### config.mk
export PLATFORM = sky130hd
export DESIGN_NAME = thermal_frame_false_colour_top_flat
export DESIGN_NICKNAME = d
export VERILOG_FILES = /design/src/sv/tfc_pkg.sv /design/src/sv/tfc_req_if.sv /design/src/sv/tfc_rsp_if.sv /design/src/sv/tfc_divider.sv /design/src/sv/tfc_tracker.sv /design/src/sv/thermal_frame_false_colour_top.sv /design/src/flat_wrapper.sv
export SDC_FILE = /design/constraint.sdc
export NUM_CORES = 1
export LEC_CHECK = 0
export BUFFER_PORTS_ARGS = -buffer_cell sky130_fd_sc_hd__clkbuf_2
export CAP_MARGIN = 25
export CORE_MARGIN = 8
export CORE_UTILIZATION = 50
export CTS_CLUSTER_DIAMETER = 40
export CTS_CLUSTER_SIZE = 40
export DETAILED_ROUTE_END_ITERATION = 10
export GPL_ROUTABILITY_DRIVEN = 0
export PLACE_DENSITY = 0.75
export SKIP_LAST_GASP = 1
export SLEW_MARGIN = 0
export SYNTH_ARGS = -nofsm -noshare
export SYNTH_HDL_FRONTEND = slang
export SYNTH_HIERARCHICAL = 1
export SYNTH_SLANG_ARGS = --single-unit
### constraint.sdc
create_clock -name clock -period 12.45 [get_ports clock]
set_input_delay 2.49 -clock clock [delete_from_list [all_inputs] [get_ports clock]]
set_output_delay 2.49 -clock clock [all_outputs]
set_load 0.05 [all_outputs]
### src/sv/tfc_pkg.sv
`timescale 1ns / 1ps

package tfc_pkg;

   // Sensor raster geometry
   localparam int SensorColumns = 32;
   localparam int SensorRows    = 24;

   // Field and register widths
   localparam int TempW    = 16;
   localparam int CountW   = 5;
   localparam int PosW     = 10;
   localparam int BrightW  = 9;
   localparam int BlockW   = 5;
   localparam int ScreenW  = 10;
   localparam int ColorW   = 8;
   localparam int CsrIdxW  = 3;
   localparam int CsrDataW = 16;

   // Divider: dividend is d * 7 * 256, quotient is Q8 palette position below 7.0
   localparam int QuotW    = 11;
   localparam int DivisorW = 16;
   localparam int NumW     = DivisorW + QuotW;
   localparam int DivCntW  = $clog2(QuotW);
   localparam int SegW     = 3;
   localparam int BlendW   = 8;
   localparam int MixW     = 16;
   localparam int ProdW    = MixW + BrightW;

   // Register reset values
   localparam logic signed [TempW-1:0] TempLowReset    = 16'sd1152;
   localparam logic signed [TempW-1:0] TempHighReset   = 16'sd2432;
   localparam logic [BrightW-1:0]      BrightnessReset = 9'd128;
   localparam logic [BlockW-1:0]       BlockWidthReset = 5'd7;
   localparam logic [BlockW-1:0]       BlockHeightReset = 5'd5;
   localparam logic [ScreenW-1:0]      ScreenWidthReset = 10'd240;

   localparam logic signed [TempW-1:0] TempMin = 16'sh8000;
   localparam logic signed [TempW-1:0] TempMax = 16'sh7FFF;

   typedef enum logic [CsrIdxW-1:0] {
      CSR_TEMP_LOW,
      CSR_TEMP_HIGH,
      CSR_BRIGHTNESS,
      CSR_BLOCK_WIDTH,
      CSR_BLOCK_HEIGHT,
      CSR_SCREEN_WIDTH
   } csr_index_type;

   typedef enum logic [1:0] {
      ST_IDLE,
      ST_DIVIDE,
      ST_MIX,
      ST_OUTPUT
   } state_type;

   typedef enum logic [1:0] {
      COMP_RED,
      COMP_GREEN,
      COMP_BLUE
   } comp_type;

   // Display geometry taken from the configuration registers
   typedef struct packed {
      logic [BlockW-1:0]  cols_per_pixel;
      logic [BlockW-1:0]  rows_per_pixel;
      logic [ScreenW-1:0] screen_width;
   } tfc_geom_type;

   // Placement and frame extreme fields of one result
   typedef struct packed {
      logic [PosW-1:0]         block_x;
      logic [PosW-1:0]         block_y;
      logic                    frame_done;
      logic signed [TempW-1:0] hot_temp;
      logic [PosW-1:0]         hot_x;
      logic [PosW-1:0]         hot_y;
      logic signed [TempW-1:0] cold_temp;
      logic [PosW-1:0]         cold_x;
      logic [PosW-1:0]         cold_y;
   } tfc_place_type;

   // Palette entries as {red, green, blue} on/off bits (on means 255)
   localparam logic [2:0] Palette [8] = '{
      3'b000, 3'b001, 3'b011, 3'b010, 3'b110, 3'b100, 3'b101, 3'b111
   };

   function automatic logic tfc_pal_on(input logic [SegW-1:0] seg, input logic [1:0] comp);
      logic [2:0] entry;
      entry = Palette[seg];
      case (comp)
         COMP_RED:   return entry[2];
         COMP_GREEN: return entry[1];
         default:    return entry[0];
      endcase
   endfunction

   // screen_width - (col + 1) * cols_per_pixel
   function automatic logic signed [12:0] tfc_mirror(input logic [CountW-1:0] col,
                                                     input tfc_geom_type geom);
      logic [10:0] prod;
      prod = 11'({1'b0, col} + 6'd1) * 11'(geom.cols_per_pixel);
      return $signed({3'b000, geom.screen_width}) - $signed({2'b00, prod});
   endfunction

   function automatic logic [PosW-1:0] tfc_clamp10(input logic signed [12:0] v);
      if (v < 0) begin
         return '0;
      end else if (v > 13'sd1023) begin
         return 10'd1023;
      end
      return v[PosW-1:0];
   endfunction

endpackage

### src/sv/tfc_req_if.sv
`timescale 1ns / 1ps

interface tfc_req_if import tfc_pkg::*; ();
   logic                    valid;
   logic                    ready;
   logic signed [TempW-1:0] temperature;

   modport source (output valid, output temperature, input ready);
   modport sink (input valid, input temperature, output ready);
endinterface

### src/sv/tfc_rsp_if.sv
`timescale 1ns / 1ps

interface tfc_rsp_if import tfc_pkg::*; ();
   logic                    valid;
   logic                    ready;
   logic [ColorW-1:0]       red;
   logic [ColorW-1:0]       green;
   logic [ColorW-1:0]       blue;
   logic [PosW-1:0]         block_x;
   logic [PosW-1:0]         block_y;
   logic                    frame_done;
   logic signed [TempW-1:0] hot_temp;
   logic [PosW-1:0]         hot_x;
   logic [PosW-1:0]         hot_y;
   logic signed [TempW-1:0] cold_temp;
   logic [PosW-1:0]         cold_x;
   logic [PosW-1:0]         cold_y;

   modport source (output valid, output red, output green, output blue, output block_x,
                   output block_y, output frame_done, output hot_temp, output hot_x,
                   output hot_y, output cold_temp, output cold_x, output cold_y,
                   input ready);
   modport sink (input valid, input red, input green, input blue, input block_x,
                 input block_y, input frame_done, input hot_temp, input hot_x,
                 input hot_y, input cold_temp, input cold_x, input cold_y,
                 output ready);
endinterface

### src/sv/tfc_divider.sv
`timescale 1ns / 1ps

module tfc_divider import tfc_pkg::*; (
   input  logic                clock,
   input  logic                reset,
   input  logic                start,
   input  logic [NumW-1:0]     dividend,
   input  logic [DivisorW-1:0] divisor,
   output logic                done,
   output logic [QuotW-1:0]    quotient
);

   logic                busy_ff, busy_in;
   logic                done_ff, done_in;
   logic [DivCntW-1:0]  count_ff, count_in;
   logic [DivisorW-1:0] rem_ff, rem_in;
   logic [DivisorW-1:0] divisor_ff, divisor_in;
   logic [QuotW-1:0]    shift_ff, shift_in;

   logic [DivisorW:0]   trial;
   logic                fits;

   // One restoring step per cycle; quotient bits shift in behind the dividend bits
   always_comb begin
      trial      = {rem_ff, shift_ff[QuotW-1]};
      fits       = trial >= {1'b0, divisor_ff};
      busy_in    = busy_ff;
      done_in    = 1'b0;
      count_in   = count_ff;
      rem_in     = rem_ff;
      divisor_in = divisor_ff;
      shift_in   = shift_ff;
      if (start) begin
         busy_in    = 1'b1;
         count_in   = '0;
         rem_in     = dividend[NumW-1:QuotW];
         shift_in   = dividend[QuotW-1:0];
         divisor_in = divisor;
      end else if (busy_ff) begin
         rem_in   = fits ? DivisorW'(trial - {1'b0, divisor_ff}) : trial[DivisorW-1:0];
         shift_in = {shift_ff[QuotW-2:0], fits};
         count_in = count_ff + 1'b1;
         if (count_ff == DivCntW'(QuotW - 1)) begin
            busy_in = 1'b0;
            done_in = 1'b1;
         end
      end
   end

   always_ff @(posedge clock) begin
      if (reset) begin
         busy_ff <= 1'b0;
         done_ff <= 1'b0;
      end else begin
         busy_ff <= busy_in;
         done_ff <= done_in;
      end
      count_ff   <= count_in;
      rem_ff     <= rem_in;
      divisor_ff <= divisor_in;
      shift_ff   <= shift_in;
   end

   assign done     = done_ff;
   assign quotient = shift_ff;

endmodule

### src/sv/tfc_tracker.sv
`timescale 1ns / 1ps

module tfc_tracker import tfc_pkg::*; (
   input  logic                    clock,
   input  logic                    reset,
   input  logic                    advance,
   input  logic signed [TempW-1:0] temperature,
   input  tfc_geom_type            geom,
   output tfc_place_type           place
);

   logic [CountW-1:0]       col_ff, col_in;
   logic [CountW-1:0]       row_ff, row_in;
   logic signed [TempW-1:0] hot_val_ff, hot_val_in;
   logic [CountW-1:0]       hot_col_ff, hot_col_in;
   logic [CountW-1:0]       hot_row_ff, hot_row_in;
   logic signed [TempW-1:0] cold_val_ff, cold_val_in;
   logic [CountW-1:0]       cold_col_ff, cold_col_in;
   logic [CountW-1:0]       cold_row_ff, cold_row_in;
   tfc_place_type           place_ff, place_in;

   logic                    col_last, row_last, frame_end;
   logic signed [TempW-1:0] hv, cv;
   logic [CountW-1:0]       hc, hr, cc, cr;
   logic signed [12:0]      half_w;
   logic [PosW-1:0]         half_h;

   // Count the current sample in, then report extremes on the frame's last sample
   always_comb begin
      col_last  = ({1'b0, col_ff} + 6'd1) >= 6'(SensorColumns);
      row_last  = ({1'b0, row_ff} + 6'd1) >= 6'(SensorRows);
      frame_end = col_last && row_last;
      half_w    = $signed(13'(geom.cols_per_pixel >> 1));
      half_h    = PosW'(geom.rows_per_pixel >> 1);

      hv = hot_val_ff;
      hc = hot_col_ff;
      hr = hot_row_ff;
      if (temperature > hot_val_ff) begin
         hv = temperature;
         hc = col_ff;
         hr = row_ff;
      end
      cv = cold_val_ff;
      cc = cold_col_ff;
      cr = cold_row_ff;
      if (temperature < cold_val_ff) begin
         cv = temperature;
         cc = col_ff;
         cr = row_ff;
      end

      place_in            = '0;
      place_in.block_x    = tfc_clamp10(tfc_mirror(col_ff, geom));
      place_in.block_y    = PosW'(row_ff) * PosW'(geom.rows_per_pixel);
      place_in.frame_done = frame_end;
      if (frame_end) begin
         place_in.hot_temp  = hv;
         place_in.hot_x     = tfc_clamp10(tfc_mirror(hc, geom) + half_w);
         place_in.hot_y     = PosW'(hr) * PosW'(geom.rows_per_pixel) + half_h;
         place_in.cold_temp = cv;
         place_in.cold_x    = tfc_clamp10(tfc_mirror(cc, geom) + half_w);
         place_in.cold_y    = PosW'(cr) * PosW'(geom.rows_per_pixel) + half_h;
      end

      hot_val_in  = hv;
      hot_col_in  = hc;
      hot_row_in  = hr;
      cold_val_in = cv;
      cold_col_in = cc;
      cold_row_in = cr;
      col_in      = col_ff + 1'b1;
      row_in      = row_ff;
      if (frame_end) begin
         hot_val_in  = TempMin;
         hot_col_in  = '0;
         hot_row_in  = '0;
         cold_val_in = TempMax;
         cold_col_in = '0;
         cold_row_in = '0;
         col_in      = '0;
         row_in      = '0;
      end else if (col_last) begin
         col_in = '0;
         row_in = row_ff + 1'b1;
      end
   end

   always_ff @(posedge clock) begin
      if (reset) begin
         col_ff      <= '0;
         row_ff      <= '0;
         hot_val_ff  <= TempMin;
         hot_col_ff  <= '0;
         hot_row_ff  <= '0;
         cold_val_ff <= TempMax;
         cold_col_ff <= '0;
         cold_row_ff <= '0;
      end else if (advance) begin
         col_ff      <= col_in;
         row_ff      <= row_in;
         hot_val_ff  <= hot_val_in;
         hot_col_ff  <= hot_col_in;
         hot_row_ff  <= hot_row_in;
         cold_val_ff <= cold_val_in;
         cold_col_ff <= cold_col_in;
         cold_row_ff <= cold_row_in;
      end
      if (advance) begin
         place_ff <= place_in;
      end
   end

   assign place = place_ff;

endmodule

### src/sv/thermal_frame_false_colour_top.sv
`timescale 1ns / 1ps
// Thermal false color: one sensor temperature in, one display color and block
// position out, in raster order of a 32 x 24 sensor frame.
// req_chan carries a signed 1/64 degree sample; rsp_chan carries RGB, the mirrored
// block origin and, on the frame's last sample, the hottest and coldest values with
// their marker centers. Both channels transfer when valid and ready are high together.
// The csr_ port writes one register per cycle when csr_we is high; write it only
// while no sample is in flight.
// A sample at or outside the limits goes straight to the color mix; a sample between
// them first passes through the 11-step restoring divider. The shared 16x9 brightness
// multiplier serves the three color components one after another. One sample is in
// flight at a time, so a new sample is taken only after the last one has been handed
// to the output register. req_chan.ready is high only while the sequencer is idle.
// A finished result waits in the output register; if rsp_chan is stalled, the next
// sample is still taken and is held before the output stage until the register frees.
// Synchronous reset restores the register defaults, clears the raster counters and
// the frame extremes, and drops any pending result.
module thermal_frame_false_colour_top import tfc_pkg::*; (
   input  logic                clock,
   input  logic                reset,
   tfc_req_if.sink             req_chan,
   tfc_rsp_if.source           rsp_chan,
   input  logic                csr_we,
   input  logic [CsrIdxW-1:0]  csr_index,
   input  logic [CsrDataW-1:0] csr_wdata
);

   // Configuration registers
   logic signed [TempW-1:0] temp_low_ff, temp_high_ff;
   logic [BrightW-1:0]      brightness_ff;
   tfc_geom_type            geom_ff;

   always_ff @(posedge clock) begin
      if (reset) begin
         temp_low_ff            <= TempLowReset;
         temp_high_ff           <= TempHighReset;
         brightness_ff          <= BrightnessReset;
         geom_ff.cols_per_pixel <= BlockWidthReset;
         geom_ff.rows_per_pixel <= BlockHeightReset;
         geom_ff.screen_width   <= ScreenWidthReset;
      end else if (csr_we) begin
         unique case (csr_index)
            CSR_TEMP_LOW:     temp_low_ff            <= csr_wdata;
            CSR_TEMP_HIGH:    temp_high_ff           <= csr_wdata;
            CSR_BRIGHTNESS:   brightness_ff          <= csr_wdata[BrightW-1:0];
            CSR_BLOCK_WIDTH:  geom_ff.cols_per_pixel <= csr_wdata[BlockW-1:0];
            CSR_BLOCK_HEIGHT: geom_ff.rows_per_pixel <= csr_wdata[BlockW-1:0];
            CSR_SCREEN_WIDTH: geom_ff.screen_width   <= csr_wdata[ScreenW-1:0];
            default: ;
         endcase
      end
   end

   state_type          state_ff, state_in;
   logic [SegW-1:0]    seg_ff, seg_in;
   logic [BlendW-1:0]  blend_ff, blend_in;
   logic [1:0]         comp_ff, comp_in;
   logic [ColorW-1:0]  red_ff, red_in, green_ff, green_in, blue_ff, blue_in;
   logic               rsp_valid_ff, rsp_valid_in;
   logic [ColorW-1:0]  rsp_red_ff, rsp_red_in, rsp_green_ff, rsp_green_in;
   logic [ColorW-1:0]  rsp_blue_ff, rsp_blue_in;
   tfc_place_type      rsp_place_ff, rsp_place_in;

   logic               accept;
   logic signed [TempW:0] diff, span;
   logic               div_start, div_done;
   logic [NumW-1:0]    dividend;
   logic [QuotW-1:0]   quotient;
   tfc_place_type      place;

   logic               c1_on, c2_on;
   logic [MixW-1:0]    ramp, mix;
   logic [ProdW-1:0]   prod;
   logic [ColorW:0]    scaled;
   logic [ColorW-1:0]  level;

   assign accept = req_chan.valid && req_chan.ready;

   // Offset from the low limit and span of the limits, both exact
   assign diff     = 17'(req_chan.temperature) - 17'(temp_low_ff);
   assign span     = 17'(temp_high_ff) - 17'(temp_low_ff);
   assign dividend = {diff[DivisorW-1:0], 11'b0} - {3'b000, diff[DivisorW-1:0], 8'b0};

   tfc_divider u_divider (
      .clock    (clock),
      .reset    (reset),
      .start    (div_start),
      .dividend (dividend),
      .divisor  (span[DivisorW-1:0]),
      .done     (div_done),
      .quotient (quotient)
   );

   tfc_tracker u_tracker (
      .clock       (clock),
      .reset       (reset),
      .advance     (accept),
      .temperature (req_chan.temperature),
      .geom        (geom_ff),
      .place       (place)
   );

   // Blend one component and scale it through the shared multiplier
   always_comb begin
      c1_on  = tfc_pal_on(seg_ff, comp_ff);
      c2_on  = tfc_pal_on(seg_ff + 1'b1, comp_ff);
      ramp   = {blend_ff, 8'b0} - {8'b0, blend_ff};
      case ({c1_on, c2_on})
         2'b00:   mix = '0;
         2'b01:   mix = ramp;
         2'b10:   mix = 16'hFF00 - ramp;
         default: mix = 16'hFF00;
      endcase
      prod   = ProdW'(mix) * ProdW'(brightness_ff);
      scaled = prod[ProdW-1:MixW];
      level  = scaled[ColorW] ? '1 : scaled[ColorW-1:0];
   end

   // Sequencer: classify, divide if between the limits, mix three components, hand off to the output register
   always_comb begin
      state_in     = state_ff;
      seg_in       = seg_ff;
      blend_in     = blend_ff;
      comp_in      = comp_ff;
      red_in       = red_ff;
      green_in     = green_ff;
      blue_in      = blue_ff;
      rsp_valid_in = rsp_valid_ff && !rsp_chan.ready;
      rsp_red_in   = rsp_red_ff;
      rsp_green_in = rsp_green_ff;
      rsp_blue_in  = rsp_blue_ff;
      rsp_place_in = rsp_place_ff;
      div_start    = 1'b0;
      req_chan.ready = 1'b0;

      unique case (state_ff)
         ST_IDLE: begin
            req_chan.ready = 1'b1;
            if (req_chan.valid) begin
               comp_in  = COMP_RED;
               blend_in = '0;
               if (diff <= 0) begin
                  seg_in   = '0;
                  state_in = ST_MIX;
               end else if (diff >= span) begin
                  seg_in   = '1;
                  state_in = ST_MIX;
               end else begin
                  div_start = 1'b1;
                  state_in  = ST_DIVIDE;
               end
            end
         end
         ST_DIVIDE: begin
            if (div_done) begin
               seg_in   = quotient[QuotW-1:BlendW];
               blend_in = quotient[BlendW-1:0];
               state_in = ST_MIX;
            end
         end
         ST_MIX: begin
            comp_in = comp_ff + 1'b1;
            case (comp_ff)
               COMP_RED:   red_in   = level;
               COMP_GREEN: green_in = level;
               default: begin
                  blue_in  = level;
                  state_in = ST_OUTPUT;
               end
            endcase
         end
         ST_OUTPUT: begin
            if (!rsp_valid_ff || rsp_chan.ready) begin
               rsp_valid_in = 1'b1;
               rsp_red_in   = red_ff;
               rsp_green_in = green_ff;
               rsp_blue_in  = blue_ff;
               rsp_place_in = place;
               state_in     = ST_IDLE;
            end
         end
         default: state_in = ST_IDLE;
      endcase
   end

   always_ff @(posedge clock) begin
      if (reset) begin
         state_ff     <= ST_IDLE;
         rsp_valid_ff <= 1'b0;
      end else begin
         state_ff     <= state_in;
         rsp_valid_ff <= rsp_valid_in;
      end
      seg_ff       <= seg_in;
      blend_ff     <= blend_in;
      comp_ff      <= comp_in;
      red_ff       <= red_in;
      green_ff     <= green_in;
      blue_ff      <= blue_in;
      rsp_red_ff   <= rsp_red_in;
      rsp_green_ff <= rsp_green_in;
      rsp_blue_ff  <= rsp_blue_in;
      rsp_place_ff <= rsp_place_in;
   end

   assign rsp_chan.valid      = rsp_valid_ff;
   assign rsp_chan.red        = rsp_red_ff;
   assign rsp_chan.green      = rsp_green_ff;
   assign rsp_chan.blue       = rsp_blue_ff;
   assign rsp_chan.block_x    = rsp_place_ff.block_x;
   assign rsp_chan.block_y    = rsp_place_ff.block_y;
   assign rsp_chan.frame_done = rsp_place_ff.frame_done;
   assign rsp_chan.hot_temp   = rsp_place_ff.hot_temp;
   assign rsp_chan.hot_x      = rsp_place_ff.hot_x;
   assign rsp_chan.hot_y      = rsp_place_ff.hot_y;
   assign rsp_chan.cold_temp  = rsp_place_ff.cold_temp;
   assign rsp_chan.cold_x     = rsp_place_ff.cold_x;
   assign rsp_chan.cold_y     = rsp_place_ff.cold_y;

endmodule

### src/flat_wrapper.sv
// flat-port wrapper written by rule: the top's interface ports become plain ports
module thermal_frame_false_colour_top_flat import tfc_pkg::*;
  (clock, reset, csr_we, csr_index, csr_wdata, req_chan_valid, req_chan_temperature, req_chan_ready, rsp_chan_valid, rsp_chan_red, rsp_chan_green, rsp_chan_blue, rsp_chan_block_x, rsp_chan_block_y, rsp_chan_frame_done, rsp_chan_hot_temp, rsp_chan_hot_x, rsp_chan_hot_y, rsp_chan_cold_temp, rsp_chan_cold_x, rsp_chan_cold_y, rsp_chan_ready);
  tfc_req_if req_chan_i ();
  tfc_rsp_if rsp_chan_i ();
  input  logic clock;
  input  logic reset;
  input  logic csr_we;
  input  logic [CsrIdxW-1:0] csr_index;
  input  logic [CsrDataW-1:0] csr_wdata;
  input wire logic [$bits(req_chan_i.valid)-1:0] req_chan_valid;
  input wire logic [$bits(req_chan_i.temperature)-1:0] req_chan_temperature;
  output wire logic [$bits(req_chan_i.ready)-1:0] req_chan_ready;
  output wire logic [$bits(rsp_chan_i.valid)-1:0] rsp_chan_valid;
  output wire logic [$bits(rsp_chan_i.red)-1:0] rsp_chan_red;
  output wire logic [$bits(rsp_chan_i.green)-1:0] rsp_chan_green;
  output wire logic [$bits(rsp_chan_i.blue)-1:0] rsp_chan_blue;
  output wire logic [$bits(rsp_chan_i.block_x)-1:0] rsp_chan_block_x;
  output wire logic [$bits(rsp_chan_i.block_y)-1:0] rsp_chan_block_y;
  output wire logic [$bits(rsp_chan_i.frame_done)-1:0] rsp_chan_frame_done;
  output wire logic [$bits(rsp_chan_i.hot_temp)-1:0] rsp_chan_hot_temp;
  output wire logic [$bits(rsp_chan_i.hot_x)-1:0] rsp_chan_hot_x;
  output wire logic [$bits(rsp_chan_i.hot_y)-1:0] rsp_chan_hot_y;
  output wire logic [$bits(rsp_chan_i.cold_temp)-1:0] rsp_chan_cold_temp;
  output wire logic [$bits(rsp_chan_i.cold_x)-1:0] rsp_chan_cold_x;
  output wire logic [$bits(rsp_chan_i.cold_y)-1:0] rsp_chan_cold_y;
  input wire logic [$bits(rsp_chan_i.ready)-1:0] rsp_chan_ready;
  assign req_chan_i.valid = req_chan_valid;
  assign req_chan_i.temperature = req_chan_temperature;
  assign req_chan_ready = req_chan_i.ready;
  assign rsp_chan_valid = rsp_chan_i.valid;
  assign rsp_chan_red = rsp_chan_i.red;
  assign rsp_chan_green = rsp_chan_i.green;
  assign rsp_chan_blue = rsp_chan_i.blue;
  assign rsp_chan_block_x = rsp_chan_i.block_x;
  assign rsp_chan_block_y = rsp_chan_i.block_y;
  assign rsp_chan_frame_done = rsp_chan_i.frame_done;
  assign rsp_chan_hot_temp = rsp_chan_i.hot_temp;
  assign rsp_chan_hot_x = rsp_chan_i.hot_x;
  assign rsp_chan_hot_y = rsp_chan_i.hot_y;
  assign rsp_chan_cold_temp = rsp_chan_i.cold_temp;
  assign rsp_chan_cold_x = rsp_chan_i.cold_x;
  assign rsp_chan_cold_y = rsp_chan_i.cold_y;
  assign rsp_chan_i.ready = rsp_chan_ready;
  thermal_frame_false_colour_top u_core (.clock(clock), .reset(reset), .req_chan(req_chan_i), .rsp_chan(rsp_chan_i), .csr_we(csr_we), .csr_index(csr_index), .csr_wdata(csr_wdata));
endmodule
Yosys cells after proc, flatten, opt, wreduce, memory -nomap -nowiden:

Memory sizes are Yosys's and may differ from the RTL's.
Index checks and enable logic that the tools add are counted.

* $lt $le $gt $ge: 15
* equality and inequality tests: 17
* bitwise logic cells: 4
* multipliers: 7
* reductions and logical operators: 31
* muxes and demuxes: 74
* add/sub/neg operators: 23

Operator list (count)
* $mux 16: 7
* $mux 10: 9
* $mux 5: 12
* $pmux 16 s3: 1
* $sub 10x11->12: 3
* $sub 16x16->17: 2
* $mul 6x5->11: 3
* $add 5x1->6 const B: 5
* $mul 5x5->10: 3
* $sub 27x24->27: 1
* $add 12x5->13: 2
* $gt 13x11->1 const B: 2
* $lt 13x1->1 const B: 2
* $mul 16x9->25: 1
* $mux 3: 8
* $mux 8: 3
* $reduce_and 2->1: 12
* $mux 11: 2
* $add 10x4->10: 2
* $mux 1: 19
* $ge 17x16->1: 1
* $ge 17x17->1: 1
* $le 17x1->1 const B: 1
* $gt 16x16->1: 1
* 40 further kinds: 68

* output and inout bits: 119
* logic and storage cells: 222
* memories: 2
* register bits: 422
* input port bits: 40
* memory bits (read-only): 48

Memory list
* (no name shown): depth 8, width 3, read ports 1, clocked after memory_dff 0, write ports 0, line tfc_pkg.sv:90 `entry = Palette[seg];`
* (no name shown): depth 8, width 3, read ports 1, clocked after memory_dff 0, write ports 0, line tfc_pkg.sv:90

Depth between registers and ports, before layout:

* word-level depth: 11
* gate-level depth with buffers: 34
* mapped depth without buffers: 33

By module:

The synthesis kept the hierarchy.

By module, submodules not included
* thermal_frame_false_colour_top: instances 1, area an instance 14851.7 µm², seq. area each 5905.7 µm², cells each 1460
* tfc_tracker: instances 1, area an instance 14315.0 µm², seq. area each 4033.9 µm², cells each 1570
* tfc_divider: instances 1, area an instance 3115.5 µm², seq. area each 1411.4 µm², cells each 270

Worst setup path before layout:

OpenSTA, ideal clock, no wires.

* path kind: input to register
* start: input req_chan_temperature[1]
* end: register u_core.u_tracker.place_ff (netlist bit u_core/u_tracker/place[54]), data pin
* setup time: 279 ps
* path buffers: 1
* data required time: 12171 ps
* cell stages on the path: 29
* path slack: 2626 ps
* data arrival time: 9546 ps
* cells stage by stage: ha_1 > nor2b_1 > o211ai_1 > a2111oi_1 > or3_1 > nor2_1 > mux2i_1 > clkbuf_1 > mux2i_1 > inv_1 > ha_1 > xnor2_1 > nand2_1 > fa_1 > fa_1 > inv_1 > fa_1 > inv_1 > ha_1 > a21o_1 > a21o_1 > a21oi_1 > mux2_2 > a311oi_1 > and3_1 > nand4_1 > mux2i_1 > o21ai_2 > o21ai_0

* word-level cells in the longest chain between the ends: 11
* elaborated cells on any way between the ends: 13
* classes of those cells: add/sub (3); mul (1); order compare (3); mux (6)

RTL lines
* start, declared: line flat_wrapper.sv:12 `input wire logic [$bits(req_chan_i.temperature)-1:0] req_chan_temperature;`
* $gt 16x16->1 (*): line tfc_tracker.sv:39 `if (temperature > hot_val_ff) begin`
* $mux 5 (*): line tfc_tracker.sv:39
* $add 5x1->6 (*): line tfc_pkg.sv:102 `prod = 11'({1'b0, col} + 6'd1) * 11'(geom.cols_per_pixel);`
* $mul 6x5->11 (*): line tfc_pkg.sv:102
* $sub 10x11->12 (*): line tfc_pkg.sv:103 `return $signed({3'b000, geom.screen_width}) - $signed({2'b00, prod});`
* $add 12x5->13 (*): line tfc_tracker.sv:59 `place_in.hot_x = tfc_clamp10(tfc_mirror(hc, geom) + half_w);`
* $gt 13x11->1: line tfc_pkg.sv:109 `end else if (v > 13'sd1023) begin`
* $mux 1: line tfc_pkg.sv:109
* $mux 1: line tfc_pkg.sv:107 `if (v < 0) begin`
* $mux 1: line tfc_tracker.sv:57 `if (frame_end) begin`
* $mux 10 (*): line tfc_pkg.sv:112 `return v[PosW-1:0];`
* end signal, assigned: line tfc_tracker.sv:110 `place_ff <= place_in;`
* end, declared: line tfc_tracker.sv:20 `tfc_place_type place_ff, place_in;`

Every way passes the cells marked *; elsewhere a longest branch is shown, timed or not. The select of a mux whose other input is x is not followed.
A chain may end at the register's enable or synchronous reset.

Final worst setup path:

* start: input req_chan_temperature[15]
* end: register u_core.u_tracker.place_ff (netlist bit u_core/u_tracker/place[16]), data pin

* word-level cells in the longest chain between the ends: 11
* elaborated cells on any way between the ends: 13
* classes of those cells: add/sub (3); mul (1); order compare (3); mux (6)

RTL lines
* $lt 16x16->1 (*): line tfc_tracker.sv:47 `if (temperature < cold_val_ff) begin`
* $mux 5 (*): line tfc_tracker.sv:47
* $add 5x1->6 (*): line tfc_pkg.sv:102
* $mul 6x5->11 (*): line tfc_pkg.sv:102
* $sub 10x11->12 (*): line tfc_pkg.sv:103
* $add 12x5->13 (*): line tfc_tracker.sv:62 `place_in.cold_x = tfc_clamp10(tfc_mirror(cc, geom) + half_w);`
* $gt 13x11->1: line tfc_pkg.sv:109
* $mux 1: line tfc_pkg.sv:109
* $mux 1: line tfc_pkg.sv:107
* $mux 1: line tfc_tracker.sv:57
* $mux 10 (*): line tfc_pkg.sv:112

Marked as above.

==> impl_metrics.json <==
{
  "num_io_pins": 159,
  "setup_viol": 0,
  "critPathLaunch": "req_chan_temperature[15]",
  "grt_max_degree": 81,
  "clock_latency_ns": 0.66,
  "synthTopCellsByArea": "edfxtp_1 (27%), fa_1 (12%), ha_1 (11%), dfxtp_1 (8.2%), inv_1 (4.9%)",
  "muxShareOfSynthArea": 0.0201,
  "tritoncts": "done",
  "firstDrtPassIters": 6,
  "post_cts_buffers": 0,
  "htreeDepth": 2,
  "cp_max_fo": 47,
  "min_period_over_period": 0.821,
  "path_depth": 28,
  "postPlaceCellArea_um2": 33900,
  "grt_pass1_wl_mm": 126,
  "rsz0062_at_grt": "no",
  "maxSlewHeadroom": 0.352,
  "ys_warn_count": 6,
  "rows": 93,
  "p_switching_mw": 3.10,
  "ff2ff_path_depth": 27,
  "fin_area_um2": 36100,
  "core_um2": 64100,
  "synth_most_common_cell": "inv_1",
  "cts_resized": 0,
  "worstHoldStart": "u_core/u_tracker/place[3]$_SDFFCE_PN0P_",
  "vias": 24025,
  "cp_slowest_cell": "o21ai_1",
  "hold_violations": 0,
  "ys_types": 106,
  "holdBufCountCts": 0,
  "grt_pass1_vias": 23926,
  "gr-total-overflow": 0,
  "seqPwrFrac": 0.273,
  "wl_per_cell_um": 17.9,
  "gr-usage-all-layers": 0.210,
  "seqCellArea_um2": 11400,
  "power_density_nw_per_um2": 202,
  "path_class": "in -> reg",
  "ys_seq_area_frac": 0.352,
  "ys_top_cells_by_count": "inv_1 (423), nand2_1 (329), ha_1 (291), edfxtp_1 (290), nor2_1 (223)",
  "status": "finished, final reports clean",
  "fill_cells": 5466,
  "drc": 0,
  "cp-start-kind": "primary input",
  "p_int_mw": 4.20,
  "io_buffer_count": 158,
  "required_ns": 12.76,
  "drive_gt1_frac": 0.109,
  "netlist_instances": 3300,
  "fmax_ghz": 0.0978,
  "holdPathStages": 0,
  "ant_nets": 0,
  "antenna_found_initial": 3,
  "ys_ff_latch": 422,
  "period_needed_ns": 10.22,
  "worstPathArrival_ns": 10.53,
  "reg2reg_from": "u_core/blend_ff[0]$_SDFFCE_PN0P_",
  "pwr-share-clk": 0.244,
  "fin_tns_setup_ns": 0,
  "netlist.area_leader.share": 0.270,
  "hold_class": "reg -> reg",
  "clockBufferDepth": 3,
  "multi_input_area_um2": 19000,
  "synth-compound-area-share": 0.124,
  "crit_family": "compound AO/OA/AOI/OAI gates",
  "synth_area_um2": 32300,
  "finalMaxSlewViolations": 0,
  "synthXorXnorAreaFrac": 0.0407,
  "cpPeakStageDelay_ns": 0.59,
  "p_leak_nw": 15.7,
  "worst_slew_pin_slew_ns": 0.973,
  "area.growth.synth_to_final_pct": 11.9,
  "synth-adder-area-share": 0.234,
  "worst-path-buf-inv": 5,
  "synth_edf_count": 290,
  "synth_top_family_by_area": "adder cells",
  "cts.clk_slew.worst_paths_ns": 0.06,
  "comb_power_share": 0.484,
  "dieArea_um2": 73000,
  "dr.first_iter.drc_count": 1703,
  "yosys.area_share.simple": 0.167,
  "netSwitchingFraction": 0.424,
  "totalWireLength_mm": 77.7,
  "drv_cap": 0,
  "cts_buffers": 60,
  "clock_skew_ns": 0.0792,
  "start_util": 0.504,
  "synth_area_per_cell_um2": 9.78,
  "ir_drop_mv": 0.123,
  "dp_hpwl_mm": 58.1,
  "clockRootBuffer": "clkbuf_16",
  "fp.dieW_um": 270,
  "die_y_um": 270,
  "synth.largest_area_cell": "edfxtp_1",
  "clock_sinks": 422,
  "post_drt_via_cell_ratio": 5.52,
  "layout.nets": 3967,
  "async_flop_share": 0,
  "ys.flop_type": "edfxtp_1",
  "end_kind": "register"
}
per-stage QoR:
stage               instances  total power [mW]   util  setup slack (ns)  hold slack [ns]
CTS                      4348              7.35  0.563              2.39            0.352
global route             4349              7.86  0.563              1.75            0.364
global placement         4233              5.46  0.529              1.99            0.401
finish                   4350              7.30  0.563              2.23            0.367
floorplan                3307              4.73      -              2.63            0.400
detailed placement       4234              5.53  0.529              1.75            0.405
power groups by stage:
stage / Sequential, mW / Combinational [mW] / Clock, mW
global placement: 2.01 / 3.45 / 0
floorplan: 2.07 / 2.65 / 0
CTS: 1.99 / 3.54 / 1.81
finish: 1.99 / 3.53 / 1.78
global route: 2.01 / 3.98 / 1.87
detailed placement: 2.02 / 3.52 / 0
registers in the layout, indices dropped and copies added, names as in the netlist, 11 cells and up:
name                          count
u_core/rsp_chan.cold_temp        16
u_core/u_divider/rem_ff          16
u_core/rsp_chan.hot_temp         16
u_core/geom_ff                   20
u_core/u_tracker/hot_val_ff      16
u_core/u_tracker/place           93
u_core/temp_low_ff               16
u_core/temp_high_ff              16
u_core/u_divider/divisor_ff      16
u_core/u_divider/quotient        11
u_core/u_tracker/cold_val_ff     16
path summary, 6_finish.rpt:
kind	to	slack (ns)
worst max-delay path	u_core/u_tracker/place[16]$_SDFFCE_PN0P_	2.23
worst min-delay path	u_core/rsp_chan.cold_y[3]$_DFFE_PP_	0.37
worst max register to register	u_core/blue_ff[5]$_DFFE_PP_	3.62
worst min register to register	u_core/rsp_chan.cold_y[3]$_DFFE_PP_	0.37
cell usage in the layout, fill, tap and decap left out, types with 39 or more instances in the layout:
cell type  count
a21oi_1      202
edfxtp_1     290
fa_1         195
o21ai_0       56
nor2b_1       82
xor2_1        48
xnor2_1      100
a21o_1        52
clkbuf_2     157
clkbuf_16     61
nand2b_1      56
nor2_1       223
and2_1       140
nor3_1        41
dfxtp_1      132
nand2_1      328
mux2i_1       39
ha_1         291
nand3_1       45
inv_1        423
final cells by class:
class / count / area share
Antenna cell: 2 / 0.000139
Multi-Input combinational cell: 2351 / 0.525
Clock buffer: 66 / 0.0435
Inverter: 427 / 0.0444
Sequential cell: 422 / 0.314
Timing Repair Buffer: 179 / 0.0263
Clock inverter: 48 / 0.0171
Tap cell: 855 / 0.0296
logic make-up after synthesis:
family / Yosys count
compound gates: 584
simple gates: 1063
other cells: 1
mux: 61
buf+inv: 534
flops: 422
xor+xnor: 149
fa+ha+maj: 486
per-layer routing:
layer | global-route usage | vias to the layer above | wire (um)
li1 | - | 11563 | -
met1 | 0.272 | 11629 | 33200
met2 | 0.350 | 681 | 37100
met4 | 0.0744 | 2 | 2630
met3 | 0.0386 | 150 | 4820
met5 | 0 | - | 7
(Power assumes the default switching activity.)
